$ cat config.mk
export PLATFORM = sky130hd
export DESIGN_NAME = png_chunk_deframer_top_flat
export DESIGN_NICKNAME = d
export VERILOG_FILES = /design/src/hdl/pcd_pkg.sv /design/src/hdl/pcd_if.sv /design/src/hdl/pcd_in_stage.sv /design/src/hdl/pcd_parser.sv /design/src/hdl/pcd_out_stage.sv /design/src/hdl/png_chunk_deframer_top.sv /design/src/flat_wrapper.sv
export SDC_FILE = /design/constraint.sdc
export NUM_CORES = 1
export LEC_CHECK = 0
export BUFFER_PORTS_ARGS = -buffer_cell sky130_fd_sc_hd__buf_2
export CAP_MARGIN = 20
export CORE_ASPECT_RATIO = 0.75
export CORE_MARGIN = 10
export CORE_UTILIZATION = 55
export CTS_BUF_LIST = sky130_fd_sc_hd__clkbuf_8
export DETAILED_ROUTE_END_ITERATION = 10
export GPL_TIMING_DRIVEN = 0
export PLACE_DENSITY = 0.74
export SLEW_MARGIN = 10
export SYNTH_ARGS = -nofsm -noshare
export SYNTH_HDL_FRONTEND = slang
export SYNTH_SLANG_ARGS = --single-unit
$ cat constraint.sdc
create_clock -name clk -period 11.9 [get_ports clk]
set_input_delay 0 -clock clk [delete_from_list [all_inputs] [get_ports clk]]
set_output_delay 0 -clock clk [all_outputs]
set_load 0.02 [all_outputs]
$ cat src/hdl/pcd_pkg.sv
// Shared types and constants for the PNG chunk deframer.
// Holds the section codes, chunk type codes and the structs passed between stages.
// No dependencies; the stages, top level and testbench refer to it by scoped names.
`default_nettype none

package pcd_pkg;

  typedef enum logic [2:0] {
    SEC_SIG   = 3'd0,
    SEC_LEN   = 3'd1,
    SEC_TYPE  = 3'd2,
    SEC_DATA  = 3'd3,
    SEC_CRC   = 3'd4,
    SEC_TRAIL = 3'd5
  } section_t;

  // Chunk type words with the first type byte in the low eight bits.
  localparam logic [31:0] TYPE_IHDR = 32'h5244_4849;
  localparam logic [31:0] TYPE_IEND = 32'h444e_4549;

  localparam logic [31:0] SIG_LAST_INDEX   = 32'd7;
  localparam logic [31:0] FIELD_LAST_INDEX = 32'd3;
  localparam logic [2:0]  SIZE_LAST_INDEX  = 3'd7;

  typedef struct packed {
    logic       advance;
    logic [7:0] data;
  } stage_ctl_t;

  typedef struct packed {
    logic [7:0]  data_byte;
    logic [2:0]  section;
    logic        chunk_last;
    logic        stream_last;
    logic [31:0] image_width;
    logic [31:0] image_height;
    logic        size_valid;
  } result_t;

endpackage

`default_nettype wire

$ cat src/hdl/pcd_if.sv
// Valid/ready channel interfaces for the input byte stream and the tagged results.
// Depends on nothing; used by the top level of the PNG chunk deframer.
`default_nettype none

interface pcd_byte_if;
  logic       valid;
  logic       ready;
  logic [7:0] in_byte;

  modport source (output valid, output in_byte, input ready);
  modport sink (input valid, input in_byte, output ready);
endinterface

interface pcd_result_if;
  logic        valid;
  logic        ready;
  logic [7:0]  data_byte;
  logic [2:0]  section;
  logic        chunk_last;
  logic        stream_last;
  logic [31:0] image_width;
  logic [31:0] image_height;
  logic        size_valid;

  modport source (
    output valid, output data_byte, output section, output chunk_last,
    output stream_last, output image_width, output image_height, output size_valid,
    input ready
  );
  modport sink (
    input valid, input data_byte, input section, input chunk_last,
    input stream_last, input image_width, input image_height, input size_valid,
    output ready
  );
endinterface

`default_nettype wire

$ cat src/hdl/pcd_in_stage.sv
// Input register of the deframer: holds one accepted byte until the parser takes it.
// Depends on pcd_pkg for the stage control struct.
`default_nettype none

module pcd_in_stage (
  input  wire logic               clk,
  input  wire logic               rst,
  input  wire logic               in_valid,
  input  wire logic [7:0]         in_data,
  output logic                    in_ready,
  input  wire logic               out_free,
  output pcd_pkg::stage_ctl_t     ctl
);

  logic       valid;
  logic [7:0] data;
  logic       advance;

  assign advance  = valid && out_free;
  assign in_ready = !valid || advance;

  always_ff @(posedge clk) begin
    if (rst) begin
      valid <= 1'b0;
    end else if (in_ready) begin
      valid <= in_valid;
    end
  end

  always_ff @(posedge clk) begin
    if (in_ready && in_valid) begin
      data <= in_data;
    end
  end

  assign ctl.advance = advance;
  assign ctl.data    = data;

endmodule

`default_nettype wire

$ cat src/hdl/pcd_parser.sv
// Section tracker and IHDR size capture; updates its state once per byte that advances.
// Depends on pcd_pkg for section codes, chunk type codes and the stage structs.
`default_nettype none

module pcd_parser (
  input  wire logic               clk,
  input  wire logic               rst,
  input  wire pcd_pkg::stage_ctl_t ctl,
  output pcd_pkg::result_t        res
);

  pcd_pkg::section_t phase;
  pcd_pkg::section_t phase_next;
  pcd_pkg::section_t sec;

  logic [31:0] byte_counter;
  logic [31:0] byte_counter_next;
  logic [31:0] length_word;
  logic [31:0] length_word_next;
  logic [31:0] type_word;
  logic [31:0] type_word_next;
  logic [31:0] width_word;
  logic [31:0] width_word_next;
  logic [31:0] height_word;
  logic [31:0] height_word_next;
  logic        in_header_chunk;
  logic        in_header_chunk_next;
  logic        in_end_chunk;
  logic        in_end_chunk_next;
  logic        size_captured;
  logic        size_captured_next;

  logic [7:0]  b;
  logic        cnt_ge3;
  logic        cnt_ge7;
  logic        data_end;
  logic        cap_size;
  logic        crc_done;

  assign b        = ctl.data;
  assign cnt_ge3  = byte_counter >= pcd_pkg::FIELD_LAST_INDEX;
  assign cnt_ge7  = byte_counter >= pcd_pkg::SIG_LAST_INDEX;
  assign data_end = byte_counter >= (length_word - 32'd1);
  assign cap_size = in_header_chunk && !size_captured && (byte_counter < 32'd8);
  assign crc_done = (phase == pcd_pkg::SEC_CRC) && cnt_ge3;

  always_comb begin
    case (phase)
      pcd_pkg::SEC_SIG:  phase_next = cnt_ge7 ? pcd_pkg::SEC_LEN : pcd_pkg::SEC_SIG;
      pcd_pkg::SEC_LEN:  phase_next = cnt_ge3 ? pcd_pkg::SEC_TYPE : pcd_pkg::SEC_LEN;
      pcd_pkg::SEC_TYPE: begin
        if (!cnt_ge3) begin
          phase_next = pcd_pkg::SEC_TYPE;
        end else if (length_word == 32'd0) begin
          phase_next = pcd_pkg::SEC_CRC;
        end else begin
          phase_next = pcd_pkg::SEC_DATA;
        end
      end
      pcd_pkg::SEC_DATA: phase_next = data_end ? pcd_pkg::SEC_CRC : pcd_pkg::SEC_DATA;
      pcd_pkg::SEC_CRC: begin
        if (!cnt_ge3) begin
          phase_next = pcd_pkg::SEC_CRC;
        end else if (in_end_chunk) begin
          phase_next = pcd_pkg::SEC_TRAIL;
        end else begin
          phase_next = pcd_pkg::SEC_LEN;
        end
      end
      default: phase_next = pcd_pkg::SEC_TRAIL;
    endcase
  end

  always_comb begin
    byte_counter_next    = byte_counter;
    length_word_next     = length_word;
    type_word_next       = type_word;
    width_word_next      = width_word;
    height_word_next     = height_word;
    in_header_chunk_next = in_header_chunk;
    in_end_chunk_next    = in_end_chunk;
    size_captured_next   = size_captured;
    case (phase)
      pcd_pkg::SEC_SIG: begin
        byte_counter_next = cnt_ge7 ? 32'd0 : byte_counter + 32'd1;
      end
      pcd_pkg::SEC_LEN: begin
        length_word_next  = {length_word[23:0], b};
        byte_counter_next = cnt_ge3 ? 32'd0 : byte_counter + 32'd1;
      end
      pcd_pkg::SEC_TYPE: begin
        type_word_next = {b, type_word[31:8]};
        if (cnt_ge3) begin
          in_header_chunk_next = (type_word_next == pcd_pkg::TYPE_IHDR);
          in_end_chunk_next    = (type_word_next == pcd_pkg::TYPE_IEND);
          if (in_header_chunk_next && !size_captured) begin
            width_word_next  = 32'd0;
            height_word_next = 32'd0;
          end
          byte_counter_next = 32'd0;
        end else begin
          byte_counter_next = byte_counter + 32'd1;
        end
      end
      pcd_pkg::SEC_DATA: begin
        if (cap_size) begin
          if (!byte_counter[2]) begin
            width_word_next = {width_word[23:0], b};
          end else begin
            height_word_next = {height_word[23:0], b};
          end
          if (byte_counter[2:0] == pcd_pkg::SIZE_LAST_INDEX) begin
            size_captured_next = 1'b1;
          end
        end
        byte_counter_next = data_end ? 32'd0 : byte_counter + 32'd1;
      end
      pcd_pkg::SEC_CRC: begin
        byte_counter_next = cnt_ge3 ? 32'd0 : byte_counter + 32'd1;
      end
      default: begin
        byte_counter_next = byte_counter;
      end
    endcase
  end

  always_comb begin
    case (phase)
      pcd_pkg::SEC_SIG:  sec = pcd_pkg::SEC_SIG;
      pcd_pkg::SEC_LEN:  sec = pcd_pkg::SEC_LEN;
      pcd_pkg::SEC_TYPE: sec = pcd_pkg::SEC_TYPE;
      pcd_pkg::SEC_DATA: sec = pcd_pkg::SEC_DATA;
      pcd_pkg::SEC_CRC:  sec = pcd_pkg::SEC_CRC;
      default:           sec = pcd_pkg::SEC_TRAIL;
    endcase
    res.data_byte    = b;
    res.section      = sec;
    res.chunk_last   = crc_done;
    res.stream_last  = crc_done && in_end_chunk;
    res.image_width  = size_captured_next ? width_word_next : 32'd0;
    res.image_height = size_captured_next ? height_word_next : 32'd0;
    res.size_valid   = size_captured_next;
  end

  always_ff @(posedge clk) begin
    if (rst) begin
      phase           <= pcd_pkg::SEC_SIG;
      byte_counter    <= 32'd0;
      length_word     <= 32'd0;
      type_word       <= 32'd0;
      width_word      <= 32'd0;
      height_word     <= 32'd0;
      in_header_chunk <= 1'b0;
      in_end_chunk    <= 1'b0;
      size_captured   <= 1'b0;
    end else if (ctl.advance) begin
      phase           <= phase_next;
      byte_counter    <= byte_counter_next;
      length_word     <= length_word_next;
      type_word       <= type_word_next;
      width_word      <= width_word_next;
      height_word     <= height_word_next;
      in_header_chunk <= in_header_chunk_next;
      in_end_chunk    <= in_end_chunk_next;
      size_captured   <= size_captured_next;
    end
  end

endmodule

`default_nettype wire

$ cat src/hdl/pcd_out_stage.sv
// Result register of the deframer: holds one tagged byte until the sink takes it.
// Depends on pcd_pkg for the result struct.
`default_nettype none

module pcd_out_stage (
  input  wire logic             clk,
  input  wire logic             rst,
  input  wire logic             load,
  input  wire pcd_pkg::result_t res_in,
  input  wire logic             out_ready,
  output logic                  out_valid,
  output pcd_pkg::result_t      res_out,
  output logic                  out_free
);

  logic             valid;
  pcd_pkg::result_t payload;

  assign out_free  = !valid || out_ready;
  assign out_valid = valid;
  assign res_out   = payload;

  always_ff @(posedge clk) begin
    if (rst) begin
      valid <= 1'b0;
    end else if (out_free) begin
      valid <= load;
    end
  end

  always_ff @(posedge clk) begin
    if (load) begin
      payload <= res_in;
    end
  end

endmodule

`default_nettype wire

$ cat src/hdl/png_chunk_deframer_top.sv
// Top level of the PNG chunk deframer: input register, section parser, result register.
// Depends on pcd_pkg, pcd_if, pcd_in_stage, pcd_parser and pcd_out_stage.
//
//   Channel   Role    Payload
//   stream    sink    in_byte (8)
//   result    source  data_byte, section, chunk_last, stream_last,
//                     image_width, image_height, size_valid
//
// One byte is taken per cycle while no result stalls; its result is registered from the parser.
// The rate is set by the single parser pass between the input and result registers.
// Reset is synchronous and returns the parser to the signature section with the size cleared.
// A stalled result holds the result register; the input register then fills and stream.ready
// drops until the result transfer frees a slot.
`default_nettype none

module png_chunk_deframer_top (
  input  wire logic    clk,
  input  wire logic    rst,
  pcd_byte_if.sink     stream,
  pcd_result_if.source result
);

  pcd_pkg::stage_ctl_t ctl;
  pcd_pkg::result_t    parsed;
  pcd_pkg::result_t    held;
  logic                out_free;
  logic                out_valid;

  pcd_in_stage u_in_stage (
    .clk      (clk),
    .rst      (rst),
    .in_valid (stream.valid),
    .in_data  (stream.in_byte),
    .in_ready (stream.ready),
    .out_free (out_free),
    .ctl      (ctl)
  );

  pcd_parser u_parser (
    .clk (clk),
    .rst (rst),
    .ctl (ctl),
    .res (parsed)
  );

  pcd_out_stage u_out_stage (
    .clk       (clk),
    .rst       (rst),
    .load      (ctl.advance),
    .res_in    (parsed),
    .out_ready (result.ready),
    .out_valid (out_valid),
    .res_out   (held),
    .out_free  (out_free)
  );

  assign result.valid        = out_valid;
  assign result.data_byte    = held.data_byte;
  assign result.section      = held.section;
  assign result.chunk_last   = held.chunk_last;
  assign result.stream_last  = held.stream_last;
  assign result.image_width  = held.image_width;
  assign result.image_height = held.image_height;
  assign result.size_valid   = held.size_valid;

  a_stream_last_ends_chunk: assert property (@(posedge clk) disable iff (rst)
    out_valid && held.stream_last |-> held.chunk_last)
    else $error("stream_last without chunk_last");

  a_chunk_last_in_crc: assert property (@(posedge clk) disable iff (rst)
    out_valid && held.chunk_last |-> held.section == pcd_pkg::SEC_CRC)
    else $error("chunk_last outside the CRC section");

  a_size_zero_until_valid: assert property (@(posedge clk) disable iff (rst)
    out_valid && !held.size_valid |-> held.image_width == 32'd0 && held.image_height == 32'd0)
    else $error("image size shown before capture");

  a_ready_when_empty: assert property (@(posedge clk) disable iff (rst)
    !out_valid |-> stream.ready)
    else $error("input stalled while the result register is empty");

endmodule

`default_nettype wire

$ cat src/flat_wrapper.sv
// flat-port wrapper written by rule: the top's interface ports become plain ports
module png_chunk_deframer_top_flat 
  (clk, rst, stream_valid, stream_in_byte, stream_ready, result_valid, result_data_byte, result_section, result_chunk_last, result_stream_last, result_image_width, result_image_height, result_size_valid, result_ready);
  pcd_byte_if stream_i ();
  pcd_result_if result_i ();
  input  wire logic clk;
  input  wire logic rst;
  input wire logic [$bits(stream_i.valid)-1:0] stream_valid;
  input wire logic [$bits(stream_i.in_byte)-1:0] stream_in_byte;
  output wire logic [$bits(stream_i.ready)-1:0] stream_ready;
  output wire logic [$bits(result_i.valid)-1:0] result_valid;
  output wire logic [$bits(result_i.data_byte)-1:0] result_data_byte;
  output wire logic [$bits(result_i.section)-1:0] result_section;
  output wire logic [$bits(result_i.chunk_last)-1:0] result_chunk_last;
  output wire logic [$bits(result_i.stream_last)-1:0] result_stream_last;
  output wire logic [$bits(result_i.image_width)-1:0] result_image_width;
  output wire logic [$bits(result_i.image_height)-1:0] result_image_height;
  output wire logic [$bits(result_i.size_valid)-1:0] result_size_valid;
  input wire logic [$bits(result_i.ready)-1:0] result_ready;
  assign stream_i.valid = stream_valid;
  assign stream_i.in_byte = stream_in_byte;
  assign stream_ready = stream_i.ready;
  assign result_valid = result_i.valid;
  assign result_data_byte = result_i.data_byte;
  assign result_section = result_i.section;
  assign result_chunk_last = result_i.chunk_last;
  assign result_stream_last = result_i.stream_last;
  assign result_image_width = result_i.image_width;
  assign result_image_height = result_i.image_height;
  assign result_size_valid = result_i.size_valid;
  assign result_i.ready = result_ready;
  png_chunk_deframer_top u_core (.clk(clk), .rst(rst), .stream(stream_i), .result(result_i));
endmodule
==> impl_metrics.py, run 1 <==
metrics = {
    "cts": {
        "clock_sinks": 246,
        "postCtsSetupBuffers": 0,
        "cts_tree": "built",
        "clock_latency_ns": 0.55,
        "ctsResizeCount": 0,
        "cts_buffer_depth": 3,
        "h-tree-depth": 2,
        "clkTransAtPathRegs_ns": 0.07,
        "cts_buffers": 38,
        "cts-root-buf": "clkbuf_8",
        "hold_buffers": 12,
    },
    "pwr": {
        "comb_power_share": 0.069,
        "power_switching_w": 0.000416,
        "pwr-share-seq": 0.528,
        "peakVddDrop_mv": 0.115,
        "p_leak_nw": 4.63,
        "p_int_w": 0.00128,
        "power_density_nw_per_um2": 132,
        "p_sw_frac": 0.245,
        "p_clk_frac": 0.403,
    },
    "sta": {
        "rsz0062_at_grt": "no",
        "worst_pin_slew_ns": 0.961,
        "relSlewSlack": 0.354,
        "finalHoldViolCount": 0,
        "setup_violations": 0,
        "period_minus_slack_ns": 5.02,
        "setup_tns_ns": 0,
        "fmax_mhz": 199,
        "finalClockSkew_ns": 0.0291,
        "drv_slew": 0,
        "finalCritPeriodShare": 0.422,
        "setup_ws_ns": 6.88,
    },
    "grt": {
        "antenna_found_initial": 0,
        "use_met1": 0.331,
        "grt_pass1_vias": 8896,
        "grt-ovfl-total": 0,
        "grt_pass1_wl_um": 46800,
        "top_usage_layer": "met1",
        "grtUsageTotal": 0.217,
        "gr-usage-met2": 0.295,
        "grt.met3_usage": 0.0542,
        "grt_max_degree": 63,
    },
    "floorplanning": {
        "num_rows": 45,
        "core_um2": 20100,
        "start_util": 0.556,
        "die_y_um": 143,
        "boundaryPins": 92,
        "die_area_um2": 26500,
        "die_w_um": 185,
    },
    "setup_path": {
        "slowest_stage": "or4_4",
        "setup.worst_path.class": "reg -> reg",
        "end_kind": "flop",
        "cp.required_ns": 12.31,
        "rr_endpoint": "u_core.u_parser.byte_counter[22]$_SDFFE_PP0P_",
        "cpPeakStageDelay_ns": 0.58,
        "path_buf_inv": 1,
        "r2r_slack_ns": 6.88,
        "crit_chain": "or4_4 > or4_4 > or3_4 > nor2_4 > nand3_1 > nor4_1 > xnor2_1 > ha_1 > nand4_1 > nor3_1 > and4_1 > a211o_1 > a21o_1 > clkbuf_1 > nor2_1 > a221o_1",
        "crit_family": "simple AND/OR/NAND/NOR gates",
        "cp_max_fo": 10,
        "cp_common_cell": "or4_4",
        "worst_ep_arrival_time_ns": 5.43,
        "setup.worst_path.start_class": "flop",
        "rr_startpoint": "u_core.u_parser.length_word[8]$_SDFFE_PP0P_",
        "cp.depth": 16,
        "ff2ff_path_depth": 16,
    },
    "worst_hold_path": {
        "holdPathStages": 2,
        "hold_path_end": "u_core.u_in_stage.data[2]$_DFFE_PP_",
        "hp-class": "in -> reg",
        "min_from": "stream_in_byte[2]",
    },
    "layout": {
        "fillCellCount": 1608,
        "layout-drive-gt1-share": 0.110,
        "mostFrequentLayoutCell": "nand2_1",
        "fin_cells": 1654,
        "syn2layout_area_growth_pct": 14.8,
        "finalNetCount": 1415,
        "antenna_cells": 0,
        "layout_common_cells": "nand2_1 (308), dfxtp_1 (160), a21oi_1 (105)",
    },
    "drt": {
        "firstDrtPassIters": 5,
        "drc_errors": 0,
        "drtIter0Drc": 1112,
        "vias": 9751,
        "routed_wl_um": 29000,
        "ant_nets": 0,
        "drt-wirelength-per-cell_um": 17.5,
        "vias_per_cell": 5.90,
    },
    "synth": {
        "yosys_warnings": 0,
        "ys.flop_type": "dfxtp_1",
        "ys_types": 56,
        "synth.cell_area_um2": 11200,
        "syn_inst": 1223,
        "synth_fp_nets": 1271,
        "synth_edf_count": 86,
        "yosysSeqAreaShare": 0.517,
        "ys_ff_latch": 246,
        "synth-async-reset-ratio": 0,
        "avgSynthCellArea_um2": 9.15,
    },
    "place": {
        "dp_hpwl_um": 20500,
        "pre_cts_slack_ns": 6.93,
        "globalplace.congestion": 0.911,
        "place.port_buffers": 91,
        "post-place-cells": 1573,
    },
    "job": {
        "cap_violations": 0,
    },
    "status": {
        "status": "finished, final reports clean",
    },
}
worst reg2reg max path: stages (launching register included):
cell,delay (ns)
dfxtp_1,0.38
or4_4,0.58
or4_4,0.44
or3_4,0.40
nor2_4,0.16
nand3_1,0.14
nor4_1,0.26
xnor2_1,0.13
ha_1,0.31
nand4_1,0.15
nor3_1,0.30
and4_1,0.30
a211o_1,0.20
a21o_1,0.31
clkbuf_1,0.44
nor2_1,0.11
a221o_1,0.28
flip-flops by register name, indices dropped and copies added, names as in the netlist, 3 cells and up:
register and cells:
u_core.u_in_stage.data 8, u_core.u_out_stage.res_out 78, u_core.u_parser.type_word 24, u_core.u_parser.byte_counter 32, u_core.u_parser.height_word 32, u_core.u_parser.length_word 32, u_core.u_parser.phase 3, u_core.u_parser.width_word 32
area by class of cell:
| cell class | count | area [um2] | share of cell area |
|---|---|---|---|
| Sequential cell | 246 | 5790 | 0.451 |
| Multi-Input combinational cell | 891 | 5070 | 0.395 |
| Timing Repair Buffer | 104 | 603 | 0.0470 |
| Clock buffer | 40 | 551 | 0.0429 |
| Tap cell | 258 | 323 | 0.0251 |
| Buffer | 70 | 272 | 0.0211 |
| Clock inverter | 29 | 176 | 0.0137 |
| Inverter | 16 | 62.6 | 0.00487 |
metal layers:
layer  part of all wire  routed length (um)
met1               0.49               14100
met2               0.40               11600
met3               0.10                2890
met4              0.015                 446
met5                  0                   0
Yosys cell counts, types with 9 or more instances:
library cell,n,area share
a21o_1,9,0.0060
a21oi_1,105,0.047
a22o_1,76,0.060
clkbuf_1,61,0.020
dfxtp_1,160,0.29
edfxtp_1,86,0.23
ha_1,36,0.040
inv_1,16,0.0054
nand2_1,308,0.10
nand3_1,27,0.012
nand4_1,14,0.0078
nor2_1,43,0.014
nor3_1,29,0.013
nor4_1,23,0.013
o21ai_0,88,0.039
or3_1,12,0.0067
xnor2_1,30,0.023
xor2_1,9,0.0070
stage by stage:
stage | hold slack (ns) | area, um2 | total power [W] | utilization
2_1_floorplan | 0.0989 | 11200 | 0.000987 | -
3_3_place_gp | 0.178 | 12000 | 0.00102 | 0.595
3_5_place_dp | 0.179 | 12000 | 0.00103 | 0.597
4_1_cts | 0.146 | 12800 | 0.00170 | 0.639
5_1_grt | 0.178 | 12800 | 0.00176 | 0.639
6_report | 0.180 | 12800 | 0.00170 | 0.639
kinds of logic (layout without fill, tap and decap cells):
logic type | after synthesis | in the layout | synth area share
AO/OA/AOI/OAI | 315 | 315 | 0.179
XOR/XNOR | 39 | 39 | 0.0305
adder cells (fa/ha/maj) | 36 | 36 | 0.0403
buffers and inverters | 86 | 259 | 0.0296
flip-flops | 246 | 246 | 0.517
AND/OR/NAND/NOR | 501 | 501 | 0.203
worst max-delay path by stage:
stage / start / to / slack [ns]
3_3_place_gp: u_core.u_out_stage.out_valid$_SDFFE_PP0P_ / u_core.u_parser.byte_counter[18]$_SDFFE_PP0P_ / 6.87
4_1_cts: u_core.u_parser.length_word[8]$_SDFFE_PP0P_ / u_core.u_parser.byte_counter[22]$_SDFFE_PP0P_ / 6.87
3_5_place_dp: u_core.u_parser.length_word[8]$_SDFFE_PP0P_ / u_core.u_parser.byte_counter[22]$_SDFFE_PP0P_ / 6.93
2_1_floorplan: u_core.u_parser.length_word[8]$_SDFFE_PP0P_ / u_core.u_parser.byte_counter[22]$_SDFFE_PP0P_ / 7.63
6_report: u_core.u_parser.length_word[8]$_SDFFE_PP0P_ / u_core.u_parser.byte_counter[22]$_SDFFE_PP0P_ / 6.88
5_1_grt: u_core.u_parser.length_word[8]$_SDFFE_PP0P_ / u_core.u_parser.byte_counter[22]$_SDFFE_PP0P_ / 6.46
power by group through the flow:
stage               Combinational [W]  Sequential [W]  Clock (W)
floorplan                   0.0000582        0.000929          0
global placement             0.000109        0.000914          0
detailed placement           0.000113        0.000913          0
CTS                          0.000117        0.000895   0.000691
global route                 0.000129        0.000897   0.000734
finish                       0.000117        0.000895   0.000684
(Power assumes the default switching activity.)
==> run 2: changes to the inputs <==
==> constraint.sdc (replaced) <==
create_clock -name clk -period 4.7 [get_ports clk]
set_input_delay 0 -clock clk [delete_from_list [all_inputs] [get_ports clk]]
set_output_delay 0 -clock clk [all_outputs]
set_load 0.02 [all_outputs]
==> run 2 against run 1 <==
Compared with the run above: first-iteration DRC count is 0.36% lower; setup slack got worse by 6.7 ns; global-route usage grew 0.065 points; clock skew is 0.0051 ns lower; final cell count stayed put; non-clock buffer count unchanged; maximum frequency grew 12%; die area unchanged; total power increased to 2.5 times the previous value; critical path depth unchanged; sequential power increased to 2.5 times the previous value; largest cell class unchanged.
==> impl_metrics.py, run 2 (same netlist as run 1, synthesis figures left out) <==
metrics = {
    "status": {
        "status": "finished, final reports clean",
    },
    "layout": {
        "layout_common_cells": "nand2_1 (308), dfxtp_1 (158), a21oi_1 (104)",
        "syn2layout_area_growth_pct": 15.8,
        "finalNetCount": 1415,
        "largest_reg_flops": 78,
        "fin_cells": 1654,
        "mostFrequentLayoutCell": "nand2_1",
        "antenna_cells": 0,
        "layout-drive-gt1-share": 0.124,
    },
    "floorplanning": {
        "boundaryPins": 92,
        "die_w_um": 185,
        "start_util": 0.556,
        "core_um2": 20100,
        "die_y_um": 143,
        "die_area_um2": 26500,
        "num_rows": 45,
    },
    "pwr": {
        "peakVddDrop_mv": 0.290,
        "power_switching_w": 0.00106,
        "p_sw_frac": 0.245,
        "power_density_nw_per_um2": 332,
        "p_int_w": 0.00324,
        "pwr-share-seq": 0.527,
        "p_leak_nw": 4.68,
        "p_clk_frac": 0.402,
        "comb_power_share": 0.070,
    },
    "place": {
        "dp_hpwl_um": 20500,
        "post-place-cells": 1573,
        "globalplace.congestion": 0.911,
        "place.port_buffers": 91,
    },
    "cts": {
        "cts-root-buf": "clkbuf_8",
        "h-tree-depth": 2,
        "clkTransAtPathRegs_ns": 0.07,
        "clock_sinks": 246,
        "cts_buffer_depth": 3,
        "cts_tree": "built",
        "cts_buffers": 38,
        "clock_latency_ns": 0.54,
    },
    "drt": {
        "drtIter0Drc": 1108,
        "routed_wl_um": 29200,
        "firstDrtPassIters": 5,
        "drt-wirelength-per-cell_um": 17.7,
        "drc_errors": 0,
        "vias_per_cell": 5.90,
        "vias": 9760,
        "ant_nets": 0,
    },
    "sta": {
        "setup_violations": 0,
        "drv_slew": 0,
        "rsz0062_at_grt": "no",
        "finalHoldViolCount": 0,
        "period_minus_slack_ns": 4.48,
        "holdWs_ns": 0.185,
        "finalClockSkew_ns": 0.0240,
        "relSlewSlack": 0.387,
        "finalCritPeriodShare": 0.953,
        "worst_pin_slew_ns": 0.912,
        "fmax_mhz": 223,
    },
    "grt": {
        "antenna_found_initial": 0,
        "grtUsageTotal": 0.218,
        "grt_pass1_vias": 8915,
        "grt_max_degree": 63,
        "grt-ovfl-total": 0,
        "grt_pass1_wl_um": 47000,
    },
    "setup_path": {
        "cp_max_fo": 10,
        "end_kind": "flop",
        "setup.worst_path.start_class": "flop",
        "rr_startpoint": "u_core.u_parser.length_word[8]$_SDFFE_PP0P_",
        "crit_path_start": "u_core.u_parser.length_word[8]$_SDFFE_PP0P_",
        "cp.required_ns": 5.13,
        "worst_ep_arrival_time_ns": 4.91,
        "setup.worst_path.class": "reg -> reg",
    },
    "worst_hold_path": {
        "hp-class": "in -> reg",
        "min_from": "stream_in_byte[2]",
    },
    "job": {
        "cap_violations": 0,
    },
}
run 2: critical path: stages (launching register included):
cell       delay, ns
dfxtp_2         0.36
or4_4           0.56
or4_4           0.44
or3_4           0.40
nor2_4          0.17
nand3_2         0.15
nor2_1          0.17
xnor2_1         0.16
ha_1            0.30
a21oi_1         0.16
o21a_1          0.16
a2bb2oi_2       0.14
nand3_2         0.13
a211o_4         0.33
a21o_4          0.25
buf_4           0.19
o311ai_1        0.29
run 2: stage by stage:
stage                     worst slack (ns)  instance area, um2  power, W   util  setup TNS, ns
after floorplan                      0.430               11200   0.00250      -              0
after global placement              -0.325               12000   0.00259  0.595         -12.60
after detailed placement            -0.267               12000   0.00260  0.597          -2.56
after CTS                           0.0448               12900   0.00432  0.641              0
after global routing                0.0111               12900   0.00446  0.644              0
final                                0.219               12900   0.00430  0.644              0
run 2: power by group through the flow:
stage	clock (W)	combinational [W]	sequential, W
CTS	0.00175	0.000298	0.00227
detailed placement	0	0.000286	0.00231
floorplan	0	0.000147	0.00235
finish	0.00173	0.000303	0.00227
global route	0.00186	0.000334	0.00227
global placement	0	0.000277	0.00231
run 2: final timing paths:
check | end | slack, ns | cells past startpoint
max | u_core.u_parser.byte_counter[18]$_SDFFE_PP0P_ | 0.22 | 16
min | u_core.u_in_stage.data[2]$_DFFE_PP_ | 0.19 | 2
max reg2reg | u_core.u_parser.byte_counter[18]$_SDFFE_PP0P_ | 0.22 | 16
min reg2reg | u_core.u_parser.type_word[14]$_SDFFE_PP0P_ | 0.46 | 2
run 2: layout make-up:
| class | instances | area [um2] |
|---|---|---|
| clock buffers | 40 | 551 |
| plain buffers | 70 | 279 |
| clock inverters | 29 | 176 |
| fillers | 1592 | 7150 |
| well taps | 258 | 323 |
| multi-input cells | 891 | 5170 |
| repair buffers | 104 | 603 |
| inverters | 16 | 62.6 |
| flip-flops and latches | 246 | 5790 |
run 2: routing by layer:
metal / share of wire / track usage / vias up
met5: 0 / 0 / -
li1: - / - / 4705
met3: 0.098 / 0.0545 / 41
met2: 0.40 / 0.296 / 408
met4: 0.014 / 0.0572 / 0
met1: 0.49 / 0.332 / 4606
run 2: repair_timing:
action                                  CTS  global route
hold endpoints to repair                 12             0
hold buffers                             12             0
gates cloned                              0             0
pin swaps                                 0             5
endpoints found under the setup margin   22            32
buffers inserted                          0             0
resized for setup                        11            19
